## config.mk

```make
export PLATFORM = sky130hd
export DESIGN_NAME = i2c_slave_command_register_port_top_flat
export DESIGN_NICKNAME = d
export VERILOG_FILES = /design/src/rtl/i2cs_pkg.sv /design/src/rtl/i2cs_if.sv /design/src/rtl/i2c_slave_command_register_port_top.sv /design/src/flat_wrapper.sv
export SDC_FILE = /design/constraint.sdc
export NUM_CORES = 1
export LEC_CHECK = 0
export ABC_AREA = 1
export BUFFER_PORTS_ARGS = -buffer_cell sky130_fd_sc_hd__clkbuf_2
export CAP_MARGIN = 25
export CORE_ASPECT_RATIO = 0.6
export CORE_MARGIN = 10
export CORE_UTILIZATION = 60
export CTS_CLUSTER_DIAMETER = 100
export CTS_CLUSTER_SIZE = 28
export DETAILED_ROUTE_END_ITERATION = 6
export PLACE_DENSITY = 0.77
export SKIP_LAST_GASP = 1
export SYNTH_ARGS = -nofsm -noshare
export SYNTH_HDL_FRONTEND = slang
export SYNTH_SLANG_ARGS = --single-unit
```

## constraint.sdc

```tcl
create_clock -name clk -period 4.7 [get_ports clk]
set_input_delay 0.47 -clock clk [delete_from_list [all_inputs] [get_ports clk]]
set_output_delay 0.47 -clock clk [all_outputs]
set_load 0.01 [all_outputs]
```

## src/rtl/i2cs_pkg.sv

```systemverilog
// ----------------------------------------------------------------------------
// i2cs_pkg
// Shared types and constants of the I2C slave command register port.
// ----------------------------------------------------------------------------
package i2cs_pkg;

  // Item kinds on the input channel.
  localparam logic [1:0] KIND_BUS   = 2'd0;
  localparam logic [1:0] KIND_CURR  = 2'd1;
  localparam logic [1:0] KIND_VOLT  = 2'd2;
  localparam logic [1:0] KIND_VOLTB = 2'd3;

  // Configuration register indexes.
  localparam int unsigned CFG_IDX_W = 3;
  localparam int unsigned CFG_DATA_W = 8;
  localparam logic [CFG_IDX_W-1:0] REG_SLAVE_ADDRESS = 3'd0;
  localparam logic [CFG_IDX_W-1:0] REG_CURRENT_GAIN  = 3'd1;
  localparam logic [CFG_IDX_W-1:0] REG_VOLTAGE_GAIN  = 3'd2;
  localparam logic [CFG_IDX_W-1:0] REG_VOLTB_BOOST   = 3'd3;
  localparam logic [CFG_IDX_W-1:0] REG_RELAY_FITTED  = 3'd4;

  // Register reset values.
  localparam logic [6:0] SLAVE_ADDRESS_RST = 7'd20;
  localparam logic [7:0] CURRENT_GAIN_RST  = 8'd27;
  localparam logic [7:0] VOLTAGE_GAIN_RST  = 8'd1;

  // Command bytes.
  localparam logic [7:0] CMD_FREEZE    = 8'h20;
  localparam logic [7:0] CMD_CURR_LO   = 8'h30;
  localparam logic [7:0] CMD_CURR_HI   = 8'h31;
  localparam logic [7:0] CMD_VOLT_LO   = 8'h40;
  localparam logic [7:0] CMD_VOLT_HI   = 8'h41;
  localparam logic [7:0] CMD_VOLTB_LO  = 8'h42;
  localparam logic [7:0] CMD_VOLTB_HI  = 8'h43;
  localparam logic [7:0] CMD_RELAY_OFF = 8'h50;
  localparam logic [7:0] CMD_RELAY_ON  = 8'h51;

  // Bits per byte on the bus.
  localparam logic [3:0] BYTE_BITS = 4'd8;

  // Bus phases.
  typedef enum logic [2:0] {
    PH_IDLE     = 3'd0,
    PH_ADDR     = 3'd1,
    PH_ADDR_ACK = 3'd2,
    PH_DATA     = 3'd3,
    PH_DATA_ACK = 3'd4,
    PH_SEND     = 3'd5,
    PH_SEND_ACK = 3'd6
  } phase_t;

  // Payload of one input request.
  typedef struct packed {
    logic [1:0] kind;
    logic       scl;
    logic       sda;
    logic [9:0] sample;
  } item_t;

  // Payload of one result request.
  typedef struct packed {
    logic sda_pull_low;
    logic relay_on;
    logic in_transaction;
  } result_t;

endpackage

```

## src/rtl/i2cs_if.sv

```systemverilog
// ----------------------------------------------------------------------------
// i2cs_item_if / i2cs_result_if
// Valid/ready channels carrying input items and result items.
// ----------------------------------------------------------------------------
interface i2cs_item_if;
  logic          valid;
  logic          ready;
  i2cs_pkg::item_t payload;

  modport source (output valid, output payload, input ready);
  modport sink   (input valid, input payload, output ready);
endinterface

interface i2cs_result_if;
  logic            valid;
  logic            ready;
  i2cs_pkg::result_t payload;

  modport source (output valid, output payload, input ready);
  modport sink   (input valid, input payload, output ready);
endinterface

```

## src/rtl/i2c_slave_command_register_port_top.sv

```systemverilog
// ----------------------------------------------------------------------------
// i2c_slave_command_register_port_top
// Oversampling I2C slave with 7-bit addressing and a one-byte command set.
//
//   channel  | dir | payload                         | handshake
//   in_ch    | in  | kind, scl, sda, sample          | valid/ready
//   out_ch   | out | sda_pull_low, relay_on, in_trans| valid/ready
//   cfg      | in  | cfg_we, cfg_index, cfg_data     | write enable only
//
// Each accepted request updates the bus state in the same cycle and its result
// is held in the output register; one request per cycle is sustained while out_ch
// is ready, set by the single state update path (decode and the freeze multipliers).
// A request is taken if no result is held or the held one is taken that cycle.
// Synchronous active-high reset restores the register defaults and bus idle.
// ----------------------------------------------------------------------------
module i2c_slave_command_register_port_top (
  input  logic                              clk,
  input  logic                              rst,
  i2cs_item_if.sink                         in_ch,
  i2cs_result_if.source                     out_ch,
  input  logic                              cfg_we,
  input  logic [i2cs_pkg::CFG_IDX_W-1:0]    cfg_index,
  input  logic [i2cs_pkg::CFG_DATA_W-1:0]   cfg_data
);

  // Configuration registers.
  logic [6:0] slave_address;
  logic [7:0] current_gain;
  logic [7:0] voltage_gain;
  logic       voltb_half_boost;
  logic       relay_fitted;

  // Bus and sample state.
  i2cs_pkg::phase_t phase, phase_next;
  logic [3:0]  bit_count, bit_count_next;
  logic [7:0]  shift_byte, shift_byte_next;
  logic        prev_scl, prev_scl_next;
  logic        prev_sda, prev_sda_next;
  logic [7:0]  response_byte, response_byte_next;
  logic        relay_level, relay_level_next;
  logic [9:0]  raw_curr, raw_curr_next;
  logic [9:0]  raw_volt, raw_volt_next;
  logic [9:0]  raw_voltb, raw_voltb_next;
  logic [15:0] frz_curr, frz_curr_next;
  logic [15:0] frz_volt, frz_volt_next;
  logic [15:0] frz_voltb, frz_voltb_next;

  // Output register.
  logic              out_valid;
  i2cs_pkg::result_t out_data;
  i2cs_pkg::result_t result_next;

  logic            accept;
  i2cs_pkg::item_t item;

  // Line events and freeze products.
  logic        start_cond, stop_cond, scl_rise, scl_fall;
  logic [17:0] curr_prod, volt_prod;
  logic [10:0] voltb_boost;

  assign item   = in_ch.payload;
  assign in_ch.ready = !out_valid || out_ch.ready;
  assign accept = in_ch.valid && in_ch.ready;

  assign out_ch.valid   = out_valid;
  assign out_ch.payload = out_data;

  // Configuration writes; indexes beyond the list are dropped.
  always_ff @(posedge clk) begin
    if (rst) begin
      slave_address    <= i2cs_pkg::SLAVE_ADDRESS_RST;
      current_gain     <= i2cs_pkg::CURRENT_GAIN_RST;
      voltage_gain     <= i2cs_pkg::VOLTAGE_GAIN_RST;
      voltb_half_boost <= 1'b0;
      relay_fitted     <= 1'b1;
    end else if (cfg_we) begin
      case (cfg_index)
        i2cs_pkg::REG_SLAVE_ADDRESS: slave_address    <= cfg_data[6:0];
        i2cs_pkg::REG_CURRENT_GAIN:  current_gain     <= cfg_data;
        i2cs_pkg::REG_VOLTAGE_GAIN:  voltage_gain     <= cfg_data;
        i2cs_pkg::REG_VOLTB_BOOST:   voltb_half_boost <= cfg_data[0];
        i2cs_pkg::REG_RELAY_FITTED:  relay_fitted     <= cfg_data[0];
        default: ;
      endcase
    end
  end

  // Line conditions seen against the previous sample.
  assign start_cond = prev_scl && item.scl && prev_sda && !item.sda;
  assign stop_cond  = prev_scl && item.scl && !prev_sda && item.sda;
  assign scl_rise   = !prev_scl && item.scl;
  assign scl_fall   = prev_scl && !item.scl;

  // Freeze scaling of the raw samples.
  assign curr_prod   = raw_curr * current_gain;
  assign volt_prod   = raw_volt * voltage_gain;
  assign voltb_boost = {1'b0, raw_voltb} + {2'b00, raw_voltb[9:1]};

  // Next state of the bus engine and the sample store.
  always_comb begin
    phase_next         = phase;
    bit_count_next     = bit_count;
    shift_byte_next    = shift_byte;
    prev_scl_next      = prev_scl;
    prev_sda_next      = prev_sda;
    response_byte_next = response_byte;
    relay_level_next   = relay_level;
    raw_curr_next      = raw_curr;
    raw_volt_next      = raw_volt;
    raw_voltb_next     = raw_voltb;
    frz_curr_next      = frz_curr;
    frz_volt_next      = frz_volt;
    frz_voltb_next     = frz_voltb;

    case (item.kind)
      i2cs_pkg::KIND_BUS: begin
        prev_scl_next = item.scl;
        prev_sda_next = item.sda;
        if (start_cond) begin
          phase_next      = i2cs_pkg::PH_ADDR;
          bit_count_next  = 4'd0;
          shift_byte_next = 8'd0;
        end else if (stop_cond) begin
          phase_next = i2cs_pkg::PH_IDLE;
        end else if (scl_rise) begin
          // Shift in a bit while receiving an address or command byte.
          if ((phase == i2cs_pkg::PH_ADDR || phase == i2cs_pkg::PH_DATA) &&
              bit_count < i2cs_pkg::BYTE_BITS) begin
            shift_byte_next = {shift_byte[6:0], item.sda};
            bit_count_next  = bit_count + 4'd1;
          end
        end else if (scl_fall) begin
          case (phase)
            i2cs_pkg::PH_ADDR: begin
              if (bit_count >= i2cs_pkg::BYTE_BITS) begin
                if (shift_byte[7:1] == slave_address) begin
                  phase_next = i2cs_pkg::PH_ADDR_ACK;
                end else begin
                  phase_next = i2cs_pkg::PH_IDLE;
                end
              end
            end
            i2cs_pkg::PH_ADDR_ACK: begin
              bit_count_next = 4'd0;
              if (shift_byte[0]) begin
                shift_byte_next = response_byte;
                phase_next      = i2cs_pkg::PH_SEND;
              end else begin
                shift_byte_next = 8'd0;
                phase_next      = i2cs_pkg::PH_DATA;
              end
            end
            i2cs_pkg::PH_DATA: begin
              if (bit_count >= i2cs_pkg::BYTE_BITS) begin
                // Command decode; every command clears the response first.
                phase_next         = i2cs_pkg::PH_DATA_ACK;
                response_byte_next = 8'd0;
                case (shift_byte)
                  i2cs_pkg::CMD_RELAY_OFF: begin
                    if (relay_fitted) relay_level_next = 1'b0;
                  end
                  i2cs_pkg::CMD_RELAY_ON: begin
                    if (relay_fitted) relay_level_next = 1'b1;
                  end
                  i2cs_pkg::CMD_FREEZE: begin
                    frz_curr_next  = curr_prod[15:0];
                    frz_volt_next  = volt_prod[15:0];
                    frz_voltb_next = voltb_half_boost ? {5'd0, voltb_boost}
                                                      : {6'd0, raw_voltb};
                  end
                  i2cs_pkg::CMD_CURR_LO:  response_byte_next = frz_curr[7:0];
                  i2cs_pkg::CMD_CURR_HI:  response_byte_next = frz_curr[15:8];
                  i2cs_pkg::CMD_VOLT_LO:  response_byte_next = frz_volt[7:0];
                  i2cs_pkg::CMD_VOLT_HI:  response_byte_next = frz_volt[15:8];
                  i2cs_pkg::CMD_VOLTB_LO: response_byte_next = frz_voltb[7:0];
                  i2cs_pkg::CMD_VOLTB_HI: response_byte_next = frz_voltb[15:8];
                  default: ;
                endcase
              end
            end
            i2cs_pkg::PH_SEND: begin
              shift_byte_next = {shift_byte[6:0], 1'b0};
              bit_count_next  = bit_count + 4'd1;
              if (bit_count + 4'd1 >= i2cs_pkg::BYTE_BITS) begin
                phase_next = i2cs_pkg::PH_SEND_ACK;
              end
            end
            default: begin
              // Command ACK, master ACK slot and idle all end here.
              phase_next = i2cs_pkg::PH_IDLE;
            end
          endcase
        end
      end
      i2cs_pkg::KIND_CURR:  raw_curr_next  = item.sample;
      i2cs_pkg::KIND_VOLT:  raw_volt_next  = item.sample;
      default:              raw_voltb_next = item.sample;
    endcase
  end

  // Result from the state that this request leaves.
  always_comb begin
    result_next.sda_pull_low   = 1'b0;
    result_next.relay_on       = relay_level_next;
    result_next.in_transaction = (phase_next != i2cs_pkg::PH_IDLE);
    case (phase_next)
      i2cs_pkg::PH_ADDR_ACK: result_next.sda_pull_low = 1'b1;
      i2cs_pkg::PH_DATA_ACK: result_next.sda_pull_low = 1'b1;
      i2cs_pkg::PH_SEND:     result_next.sda_pull_low = !shift_byte_next[7];
      default: ;
    endcase
  end

  // State registers advance only on an accepted request.
  always_ff @(posedge clk) begin
    if (rst) begin
      phase         <= i2cs_pkg::PH_IDLE;
      bit_count     <= 4'd0;
      shift_byte    <= 8'd0;
      prev_scl      <= 1'b1;
      prev_sda      <= 1'b1;
      response_byte <= 8'd0;
      relay_level   <= 1'b0;
      raw_curr      <= 10'd0;
      raw_volt      <= 10'd0;
      raw_voltb     <= 10'd0;
      frz_curr      <= 16'd0;
      frz_volt      <= 16'd0;
      frz_voltb     <= 16'd0;
    end else if (accept) begin
      phase         <= phase_next;
      bit_count     <= bit_count_next;
      shift_byte    <= shift_byte_next;
      prev_scl      <= prev_scl_next;
      prev_sda      <= prev_sda_next;
      response_byte <= response_byte_next;
      relay_level   <= relay_level_next;
      raw_curr      <= raw_curr_next;
      raw_volt      <= raw_volt_next;
      raw_voltb     <= raw_voltb_next;
      frz_curr      <= frz_curr_next;
      frz_volt      <= frz_volt_next;
      frz_voltb     <= frz_voltb_next;
    end
  end

  // Output register: valid control is reset, the payload is not.
  always_ff @(posedge clk) begin
    if (rst) begin
      out_valid <= 1'b0;
    end else if (accept) begin
      out_valid <= 1'b1;
    end else if (out_ch.ready) begin
      out_valid <= 1'b0;
    end
  end

  always_ff @(posedge clk) begin
    if (accept) begin
      out_data <= result_next;
    end
  end

  // The held result reflects the state left by the last request.
  a_trans_matches_phase: assert property (@(posedge clk) disable iff (rst)
    out_valid |-> (out_data.in_transaction == (phase != i2cs_pkg::PH_IDLE)))
    else $error("held in_transaction disagrees with bus phase");

  a_relay_matches_level: assert property (@(posedge clk) disable iff (rst)
    out_valid |-> (out_data.relay_on == relay_level))
    else $error("held relay_on disagrees with relay level");

  // The bit counter never passes one byte.
  a_bit_count_range: assert property (@(posedge clk) disable iff (rst)
    bit_count <= i2cs_pkg::BYTE_BITS)
    else $error("bit counter beyond one byte");

  // Without a fitted relay the relay level never moves.
  a_relay_unfitted: assert property (@(posedge clk) disable iff (rst)
    (accept && !relay_fitted) |=> (relay_level == $past(relay_level)))
    else $error("relay changed while not fitted");

endmodule
```

## src/flat_wrapper.sv

```systemverilog
// flat-port wrapper written by rule: the top's interface ports become plain ports
module i2c_slave_command_register_port_top_flat 
  (clk, rst, cfg_we, cfg_index, cfg_data, in_ch_valid, in_ch_payload, in_ch_ready, out_ch_valid, out_ch_payload, out_ch_ready);
  i2cs_item_if in_ch_i ();
  i2cs_result_if out_ch_i ();
  input  logic clk;
  input  logic rst;
  input  logic cfg_we;
  input  logic [i2cs_pkg::CFG_IDX_W-1:0] cfg_index;
  input  logic [i2cs_pkg::CFG_DATA_W-1:0] cfg_data;
  input wire logic [$bits(in_ch_i.valid)-1:0] in_ch_valid;
  input wire logic [$bits(in_ch_i.payload)-1:0] in_ch_payload;
  output wire logic [$bits(in_ch_i.ready)-1:0] in_ch_ready;
  output wire logic [$bits(out_ch_i.valid)-1:0] out_ch_valid;
  output wire logic [$bits(out_ch_i.payload)-1:0] out_ch_payload;
  input wire logic [$bits(out_ch_i.ready)-1:0] out_ch_ready;
  assign in_ch_i.valid = in_ch_valid;
  assign in_ch_i.payload = in_ch_payload;
  assign in_ch_ready = in_ch_i.ready;
  assign out_ch_valid = out_ch_i.valid;
  assign out_ch_payload = out_ch_i.payload;
  assign out_ch_i.ready = out_ch_ready;
  i2c_slave_command_register_port_top u_core (.clk(clk), .rst(rst), .in_ch(in_ch_i), .out_ch(out_ch_i), .cfg_we(cfg_we), .cfg_index(cfg_index), .cfg_data(cfg_data));
endmodule
```

==> flow_summary_export.csv <==
group,metric,value,unit
worst_setup_path,required,5.03,ns
timing,fin_crit,4.48,ns
synth,synth_most_common_cell,"inv_1",
clock_tree,clock_path_buffers,2,
timing,fin_skew,0.00914,ns
synth,yosysTopAreaCell,"dfxtp_1",
die,start_util,0.615,
synth,synthCells,1616,
clock_tree,path_clk_slew,0.07,ns
die,io_pins,35,
die,core-area,18200,um^2
timing,finalSetupViolCount,0,
flow_run,drv_cap,0,
synth,synth_area_leaders,"dfxtp_1 (22%), fa_1 (17%), inv_1 (12%), nand2_1 (12%), ha_1 (8.6%)",
worst_setup_path,critPathCaptureType,"register",
synth,synth_area,11200,um^2
placed_design,io_buffers,34,
layout,fillCellCount,1636,
synth,ys.flop_type,"dfxtp_1",
synth,yosysTopAreaCellShare,0.223,
clock_tree,tritoncts,"yes",
layout,multi_input_area,6920,um^2
layout,antennaDiodeCount,0,
timing,drv_slew,0,
clock_tree,clockRootBuffer,"clkbuf_16",
timing,finalHoldViolCount,0,
global_routing,antenna_found_initial,0,
route,wl_per_cell,16.2,um
die,std_cell_rows,38,
global_routing,grt_pass1_vias,9389,
min_path,hold_path_class,"input port to register",
timing,slew-limit-headroom,0.406,
worst_setup_path,cp-start-kind,"register",
power,leakagePower,6.80,nW
layout,fin_cells,1865,
synth,synth-edff-count,3,
timing,fmax,223,MHz
die,die_area,24700,um^2
timing,grt_setup_unrepaired,"true",
worst_setup_path,crit_slowest_cell,"dfxtp_1",
global_routing,grt_pass1_wl,49700,um
clock_tree,clk_latency,0.43,ns
power,ir_drop,0.262,mV
worst_setup_path,arrival,4.81,ns
layout,fin_nets,1815,
route,drtIter0Drc,1122,
layout,seqCellArea,2610,um^2
timing,tns,0,ns
timing,fin_ws,0.220,ns
synth,avgSynthCellArea,6.93,um^2
route,vias_per_cell,5.36,
timing,holdWs,0.281,ns
die,die_h,126,um
clock_tree,post_cts_buffers,0,
worst_setup_path,crit_family,"adder cells",
clock_tree,cts-buffers-inserted,17,
layout,drive_above_1_share,0.0652,
timing,finalCritPeriodShare,0.953,
synth,yosysWarnings,0,
worst_setup_path,crit_start,"u_core.raw_curr[3]",
clock_tree,htree_levels,4,
worst_setup_path,setup.worst_path.class,"register to register",
layout,syn_to_final_growth,7.76,%
placed_design,place.gp.congestion,0.974,
route,via_count,10003,
synth,syn-num-nets,1818,
route,dr.pass1.iters,5,
min_path,hp-start,"cfg_data[7]",
die,die_w,196,um
placed_design,placed_cell_area,11500,um^2
placed_design,hpwl,23800,um
worst_setup_path,critical_path.cell_chain,"nand2_1 > fa_1 > fa_1 > inv_1 > fa_1 > inv_1 > fa_1 > inv_1 > ha_1 > a21oi_1 > a21boi_0 > o21ai_0 > nand3_1 > nand2_1 > nand2_1 > nand3_1 > nand2_1 > inv_1",
outcome,status,"finished, final reports clean",
synth,synth_common_cells,"inv_1 (369), nand2_1 (362), nor2_1 (127)",
worst_setup_path,r2r_start,"u_core.raw_curr[3]",
synth,synth.distinct_cells,39,
worst_setup_path,crit_fanout,9,
power,power,2.91,mW
synth,synth_async_sr_flop_share,0,
synth,seq_area_frac_synth,0.231,
placed_design,place_ws,0.280,ns
timing,worstMarginPinSlew,0.891,ns
global_routing,gr-usage-all-layers,0.248,
synth,ys_seq_elements,128,
route,routed_wl,30200,um
route,drc,0,
layout,finalInstanceArea,12100,um^2
placed_design,placedCellCount,1833,
worst_setup_path,timing.critical_path.slowest_cell_delay,0.57,ns
layout,fin_util,0.663,
clock_tree,cts_sinks,128,
route,drtAntennaViolNets,0,
global_routing,grt-ovfl-total,0,
global_routing,grt_max_degree,62,
power,p_per_area,241,nW/um^2
worst_setup_path,crit_buf_inv,4,
## layout by cell type, fill, tap and decap left out, types with 5 or more instances in the layout
cell / instances
a211oi_2: 5
a21oi_1: 97
buf_4: 7
clkbuf_16: 17
clkbuf_2: 34
dfxtp_1: 115
dfxtp_2: 10
fa_1: 95
ha_1: 77
inv_1: 368
inv_2: 6
nand2_1: 362
nand3_1: 63
nand4_1: 9
nor2_1: 127
nor3_1: 13
o211ai_1: 5
o21ai_0: 122
xnor2_1: 10
xor2_1: 24
## power by group
group | internal [mW] | switching, mW | leakage, nW
sequential | 1.12 | 0.0523 | 1.05
clock | 0.833 | 0.543 | 0.287
combinational | 0.132 | 0.239 | 5.47
## metal layers
layer	part of all wire	routed length, um	global-route usage
met1	0.48	14400	0.378
met2	0.39	11800	0.331
met3	0.11	3410	0.0628
met4	0.022	649	0.0747
met5	0	0	0
## repair_timing
item	4_1_cts	5_1_grt
endpoints found under the setup margin	0	3
hold endpoints to repair	0	0
hold buffers	0	0
gates resized for setup	0	10
## worst min-delay path, cell delays in order
cell and delay (ns):
clkbuf_2 0.09, nor2_1 0.04, nor2_1 0.08
## cell families after synthesis
family	count (synthesis)	synth area share
simple gates	588	0.213
buf+inv	442	0.150
compound gates	252	0.123
fa+ha+maj	172	0.256
flops	128	0.231
xor+xnor	34	0.0266
## registers in the layout, indices dropped and copies added (netlist names), 4 cells and up
signal,flops
u_core.frz_curr,16
u_core.current_gain,8
u_core.response_byte,8
u_core.bit_count,4
u_core.frz_voltb,11
u_core.raw_voltb,10
u_core.raw_curr,10
u_core.raw_volt,10
u_core.shift_byte,8
u_core.slave_address,7
u_core.frz_volt,16
u_core.voltage_gain,8
## cell type report
type / instances / share of cell area
clock buffers: 18 / 0.0356
clock inverters: 13 / 0.0136
inverters: 378 / 0.118
multi-input cells: 1046 / 0.574
flip-flops and latches: 128 / 0.216
well taps: 240 / 0.0249
repair buffers: 42 / 0.0191
## worst paths after layout
| check | to | slack (ns) | depth (start not counted) |
|---|---|---|---|
| worst min register to register | u_core.frz_voltb[1] | 0.46 | 2 |
| worst min-delay path | u_core.voltage_gain[7] | 0.28 | 3 |
| worst max register to register | u_core.frz_curr[12] | 0.22 | 18 |
| worst max-delay path | u_core.frz_curr[12] | 0.22 | 18 |
Note: power is estimated with default switching activity, not from simulation.
